[src/ihl_pkg.sv]
`timescale 1ns / 1ps
// ----------------------------------------------------------------------------
// ihl_pkg: shared types and constants for the ICMP host liveness table
// Request/result codes, register reset values, the table row layout, and the
// command/status bundles between the controller and the datapath.
// ----------------------------------------------------------------------------
package ihl_pkg;

    // Request type codes
    localparam logic [2:0] REQ_WRITE  = 3'd0;
    localparam logic [2:0] REQ_SEND   = 3'd1;
    localparam logic [2:0] REQ_REPLY  = 3'd2;
    localparam logic [2:0] REQ_STATUS = 3'd3;
    localparam logic [2:0] REQ_READ   = 3'd4;

    // Result kind codes
    localparam logic [2:0] KIND_ECHO  = 3'd0;
    localparam logic [2:0] KIND_UP    = 3'd1;
    localparam logic [2:0] KIND_DOWN  = 3'd2;
    localparam logic [2:0] KIND_STATS = 3'd3;
    localparam logic [2:0] KIND_DONE  = 3'd4;

    // Register reset values and fixed checksum word (type 8, code 0)
    localparam logic [15:0] ECHO_ID_RST    = 16'h9cd0;
    localparam logic [15:0] ECHO_SEQ_RST   = 16'h34d1;
    localparam logic [15:0] CSUM_TYPE_WORD = 16'h0800;
    localparam logic [7:0]  ICMP_ECHO_REPLY = 8'd0;

    // One table row kept in memory
    typedef struct packed {
        logic [31:0] target;
        logic [31:0] sent_addr;
        logic [31:0] send_time;
        logic [31:0] sent_ctr;
        logic [31:0] recv_ctr;
        logic [63:0] resp_sum;
        logic [31:0] resp_count;
    } row_t;

    // Controller -> datapath
    typedef struct packed {
        logic capture;
        logic clr_ctr;
        logic inc_ctr;
        logic rd_en;
        logic apply;
        logic load_done;
    } ctrl_cmd_t;

    // Datapath -> controller
    typedef struct packed {
        logic known;
        logic is_sweep;
        logic entry_active;
        logic last_entry;
        logic emit_needed;
        logic out_free;
    } dp_status_t;

endpackage

[src/ihl_ctrl.sv]
`timescale 1ns / 1ps
// ----------------------------------------------------------------------------
// ihl_ctrl: request sequencer
// Accepts a request, walks the table for sweeps, and orders the fetch, apply
// and done steps against the output register.
// ----------------------------------------------------------------------------
module ihl_ctrl
(
    input  logic                  clk,
    input  logic                  rst_n,
    input  logic                  req_valid,
    output logic                  req_ready,
    input  ihl_pkg::dp_status_t   stat,
    output ihl_pkg::ctrl_cmd_t    cmd
);

    typedef enum logic [3:0] {
        ST_IDLE  = 4'b0001,
        ST_FETCH = 4'b0010,
        ST_APPLY = 4'b0100,
        ST_DONE  = 4'b1000
    } state_t;

    state_t state_reg;
    state_t state_next;

    // State register
    always_ff @(posedge clk or negedge rst_n)
    begin
        if (!rst_n)
        begin
            state_reg <= ST_IDLE;
        end
        else
        begin
            state_reg <= state_next;
        end
    end

    assign req_ready = (state_reg == ST_IDLE);

    // Next state and commands
    always_comb
    begin
        state_next = state_reg;
        cmd        = '0;
        case (state_reg)
            ST_IDLE:
            begin
                if (req_valid)
                begin
                    cmd.capture = 1'b1;
                    cmd.clr_ctr = 1'b1;
                    state_next  = ST_FETCH;
                end
            end
            ST_FETCH:
            begin
                if (!stat.known)
                begin
                    state_next = ST_IDLE;
                end
                else if (stat.is_sweep && !stat.entry_active)
                begin
                    // inactive entry: skip without a read
                    if (stat.last_entry)
                    begin
                        state_next = ST_DONE;
                    end
                    else
                    begin
                        cmd.inc_ctr = 1'b1;
                    end
                end
                else
                begin
                    cmd.rd_en  = 1'b1;
                    state_next = ST_APPLY;
                end
            end
            ST_APPLY:
            begin
                // hold while a result has nowhere to go
                if (!stat.emit_needed || stat.out_free)
                begin
                    cmd.apply = 1'b1;
                    if (!stat.is_sweep)
                    begin
                        state_next = ST_IDLE;
                    end
                    else if (stat.last_entry)
                    begin
                        state_next = ST_DONE;
                    end
                    else
                    begin
                        cmd.inc_ctr = 1'b1;
                        state_next  = ST_FETCH;
                    end
                end
            end
            ST_DONE:
            begin
                if (stat.out_free)
                begin
                    cmd.load_done = 1'b1;
                    state_next    = ST_IDLE;
                end
            end
            default:
            begin
                state_next = ST_IDLE;
            end
        endcase
    end

endmodule

[config.mk]
export PLATFORM = sky130hd
export DESIGN_NAME = ihl_ctrl
export DESIGN_NICKNAME = d
export VERILOG_FILES = /design/src/ihl_pkg.sv /design/src/ihl_ctrl.sv
export SDC_FILE = /design/constraint.sdc
export NUM_CORES = 1
export LEC_CHECK = 0
export ABC_AREA = 1
export BUFFER_PORTS_ARGS = -buffer_cell sky130_fd_sc_hd__buf_2
export CAP_MARGIN = 20
export CORE_AREA = 2 2 39 41
export DETAILED_ROUTE_END_ITERATION = 8
export DIE_AREA = 0 0 41 43
export PLACE_DENSITY = 0.57
export SETUP_SLACK_MARGIN = 0.2
export SLEW_MARGIN = 20
export SYNTH_ARGS = -nofsm -noshare
export SYNTH_HDL_FRONTEND = slang
export SYNTH_SLANG_ARGS = --single-unit
[constraint.sdc]
create_clock -name clk -period 1.5 [get_ports clk]
set_input_delay 0.15 -clock clk [delete_from_list [all_inputs] [get_ports clk]]
set_output_delay 0.15 -clock clk [all_outputs]
set_load 0.005 [all_outputs]
Word-level counts from Yosys, hierarchy flattened
Index checks and enable logic that the tools add are counted.
{ "classes": {"n_eq_ne": 8, "n_mux": 23, "n_reduce_logical": 5} }
{ "op_table": {"columns": ["op", "count"], "rows": [
  ["2-to-1 mux 4 bit", 8],
  ["case mux 4 bit (4 select lines)", 1],
  ["2-to-1 mux 1 bit", 10],
  ["2-to-1 mux 2 bit", 3],
  ["!= test 2 bit (second input constant)", 3],
  ["== test 4 x 1 -> 1 bit (second input constant)", 1],
  ["== test 4 x 2 -> 1 bit (second input constant)", 1],
  ["== test 4 x 3 -> 1 bit (second input constant)", 1],
  ["== test 4 bit (second input constant)", 1],
  ["!= test 4 bit (second input constant)", 1],
  ["AND reduction 4 bit", 1],
  ["logical NOT 1 bit", 2],
  ["case mux 1 bit (2 select lines)", 1],
  ["logical AND 1 bit", 1],
  ["logical OR 1 bit", 1]
]} }
{ "word_totals": {"reg_bits": 4, "inputBits": 9} }

Logic depth before layout (Yosys ltp)
{ "depth": {"word_depth": 5, "ltp_mapped": 8, "ltp_nobuf": 8} }

Least setup slack after synthesis
No wires, ideal clock.
{ "synth_timing": {"kind": "flip-flop to output port", "start": "reg state_reg[0]", "end": "out cmd[5] in the netlist's numbering", "t_arrival_ps": 1037, "required_ps": 1350, "setup_slack_ps": 313, "path_stages_with_launch": 6, "n_path_buf": 1, "cell_sequence": "dfstp_2 -> inv_1 -> nor2_1 -> nand2_1 -> nor2_1 -> buf_4"} }
{ "synth_rtl": {"columns": ["element", "line", "rtl"], "rows": [
  ["start, declared", "ihl_ctrl.sv:24", "state_t state_reg;"],
  ["start signal, assigned", "ihl_ctrl.sv:36", "state_reg <= state_next;"],
  ["end, declared", "ihl_ctrl.sv:14", "output ihl_pkg::ctrl_cmd_t cmd"]
]} }

==> flow_results.org <==
** Outcome
- Status :: finished, final reports clean

** Synth
- Synthesis produced 60 cells.
- Yosys printed 0 warnings.
- Distinct cell type count of the synthesized netlist :: 12
- When the netlist entered floorplanning its net count stood at 69.
- EDFF count, synth :: 0
- Sequential elements use 29.0% of the synthesized area.
- The cell area that synthesis handed to floorplanning was 349 um2.
- Summed over its instances, the top area cell type makes up 21.5% of the synthesized netlist area.
- In the post-synthesis netlist, the cell with the most instances is nand2_1.
- Synth top area cells :: dfrtp_1 (22%), nand2_1 (17%), inv_1 (15%), nand3_1 (13%), nor2_1 (8.6%)
- Cell type with the largest total area after synthesis :: dfrtp_1
- After synthesis the netlist holds a flip-flop and latch count of 4.
- Async set-or-reset flop fraction in the synthesized netlist :: 100%
- Main synth FF type :: dfrtp_1
- Synth top cells by count :: nand2_1 (16), inv_1 (14), nand3_1 (9)
- After synthesis, the mean cell area works out to 5.82 um2.

** Critical path
- In this run the worst path has a maximum fanout of 3.
- At the worst endpoint, the arrival time is 1.27 ns.
- Startpoint of the worst-slack reg-to-reg timing path :: state_reg[0]
- STA classifies the critical path startpoint as a register.
- The setup check on the worst reg-to-reg path leaves a slack of 0.15 ns.
- For the worst setup path, the data required time is 1.35 ns.
- Launching element of the worst setup path :: state_reg[0]
- The worst setup path is captured at a primary output.
- By startpoint and endpoint, the worst setup path is classified as register to primary output.

** Hold path
- Launch instance of the worst min-delay path :: stat[2]
- The path class of the tightest hold or removal check is primary input to register.

** STA
- Final count of hold timing violations :: 0
- Portion of the clock cycle consumed by the worst path in the final layout :: 94.4%
- Maximum clock skew at final layout :: 0.000921 ns
- Number of failing setup endpoints in the final timing report :: 0
- Setup repair after global routing could not meet its margin everywhere.
- Slew of the pin with the lowest slew margin :: 0.268 ns
- For this run, the top clock speed supported by timing is 706 MHz.
- Time the final worst path needs with I/O delays and setup :: 1.42 ns
- Worst-case setup margin in the final layout :: 0.0840 ns
- Worst slew margin relative to its limit :: 82.1%
- Sum Neg Setup Slack :: 0 ns
- Number of pins with negative max-slew slack in the final report :: 0

** Floorplan
- The die covers 0.00176 mm2.
- Effective utilization at floorplan :: 25.2%
- Site Rows :: 14
- Core box area :: 0.00138 mm2
- Y dimension of the die :: 43 um
- Count of boundary I/O pins :: 16
- Die X :: 41 um

** Clocking
- Total clock sinks :: 4
- TritonCTS built the clock tree.
- Clock-pin slew was measured on the worst setup and hold paths at 0.04 ns.
- Maximum count of clock buffers along a single path :: 2
- Counting the buffers created by CTS gives 3.
- Master cell of the clock root buffer :: clkbuf_4
- CTS built an H-tree with a depth of 1.
- The later pin in the worst-skew pair is clocked with a latency of 0.24 ns.

** Cells and area
- Number of antenna diodes :: 0
- Final standard cell area without fillers :: 582 um2
- The register with the most flip-flops in the layout has 4 of them.
- Of the cells placed in the final design, the portion with a size suffix greater than 1 is 53.5%.
- Layout overhead on the synthesized area :: 66.7%
- Cells fill 42.0% of the core in the end.
- Final net count :: 96

** Power and ir drop
- VDD sags by at most 0.441 mV.
- After layout, the design draws a total of 0.000844 W.
- For this design the static power due to leakage is 0.347 nW.
- Total power divided by cell area :: 1450 mW/mm2

** GRT
- The first global-routing pass estimated 1390 um of wire.
- Via count of the first global-routing pass :: 389
- Total global routing overflow :: 0
- Pin count of the biggest net entering global routing :: 5
- The number of antenna violations at the first check in global routing came to 0.
- Global routing used 12.1% of the available tracks.

** Routing
- The first routing iteration left 16 violations.
- The count of nets left with antenna violations once routing finished came out at 0.
- Routed len/inst :: 9.58 um
- Routed via count divided by cell count :: 4.56
- The final layout contains routed wiring with a total length of 977 um.
- For this run, the detailed router's first-pass iteration total came to 4.
- Vias after detailed routing :: 465
- DRC Markers :: 0

** Placement
- The congestion estimate from routability-driven global placement came to 0.882.
- In this run the tool buffered the top-level ports with 15 buffer cells.
- In this run the cell area measured after placement is 437 um2.
- OpenSTA, run right after detailed placement, puts the worst setup slack at 0.264 ns.
- The wire-length estimate of the detail-placed layout is 646 um.

** Run
- The tool flagged a number of max-cap violations equal to 0.
## per-stage QoR
step | instances | hold slack [ns]
floorplan | 60 | -0.146
global placement | 90 | -0.0397
detailed placement | 90 | -0.0431
CTS | 99 | 0.190
global route | 102 | 0.219
finish | 102 | 0.206
## cell families (layout without fill, tap and decap cells)
group / Yosys count / in the layout / synth area share (%)
simple gates: 39 / 39 / 50.5
buf+inv: 15 / 41 / 17.2
flops: 4 / 4 / 29.0
compound gates: 2 / 2 / 3.23
## final timing paths
kind	to	cells after the start
hold reg to reg	state_reg[0]	3
setup reg to reg	state_reg[0]	7
setup / recovery	cmd[2]	6
min in group asynchronous	state_reg[3]	2
hold / removal	state_reg[1]	4
max in group asynchronous	state_reg[0]	2
## power by group
| part | switching, W | internal [W] | leakage (nW) |
|---|---|---|---|
| registers | 0.0000551 | 0.000157 | 0.0463 |
| clock network | 0.0000519 | 0.000100 | 0.0150 |
| logic | 0.000258 | 0.000221 | 0.285 |
| total | 0.000365 | 0.000479 | 0.347 |
## cell usage in the layout, fill, tap and decap left out, types with 2 or more instances in the layout
master	instances
buf_2	15
nand2_1	12
inv_1	10
nand3_1	9
buf_4	6
nor2_4	5
nand2_2	5
nor2_1	5
inv_2	4
clkbuf_4	3
dfrtp_2	3
nor2_2	2
## cell type report
| type | count | area, um2 |
|---|---|---|
| Fill cell | 141 | 802 |
| Clock buffer | 4 | 26.3 |
| Sequential cell | 4 | 105 |
| Inverter | 14 | 52.6 |
| Tap cell | 16 | 20.0 |
| Multi-Input combinational cell | 41 | 236 |
| Timing Repair Buffer | 23 | 141 |
## timing repair
| item | CTS | global route |
|---|---|---|
| buffers inserted | 4 | 3 |
| pin swaps | 6 | 7 |
| hold endpoints to repair | 4 | 0 |
| hold buffers | 1 | 0 |
| resized for setup | 9 | 12 |
| setup endpoints to repair | 7 | 10 |
## worst max-delay path, stage by stage, from the launching register on
cell and delay (ns):
dfstp_2 0.57, nor2_2 0.06, nand2_2 0.11, inv_1 0.07, nand2_2 0.06, inv_1 0.04, buf_2 0.11
## metal layers
layer	GRT usage, %	vias to the layer above	wire length [um]
met5	0	-	0
met4	8.67	0	27
met3	5.24	4	64
met2	18.4	22	509
met1	12.3	208	375
li1	-	231	-
No activity file was read; power rests on OpenSTA's default activity.
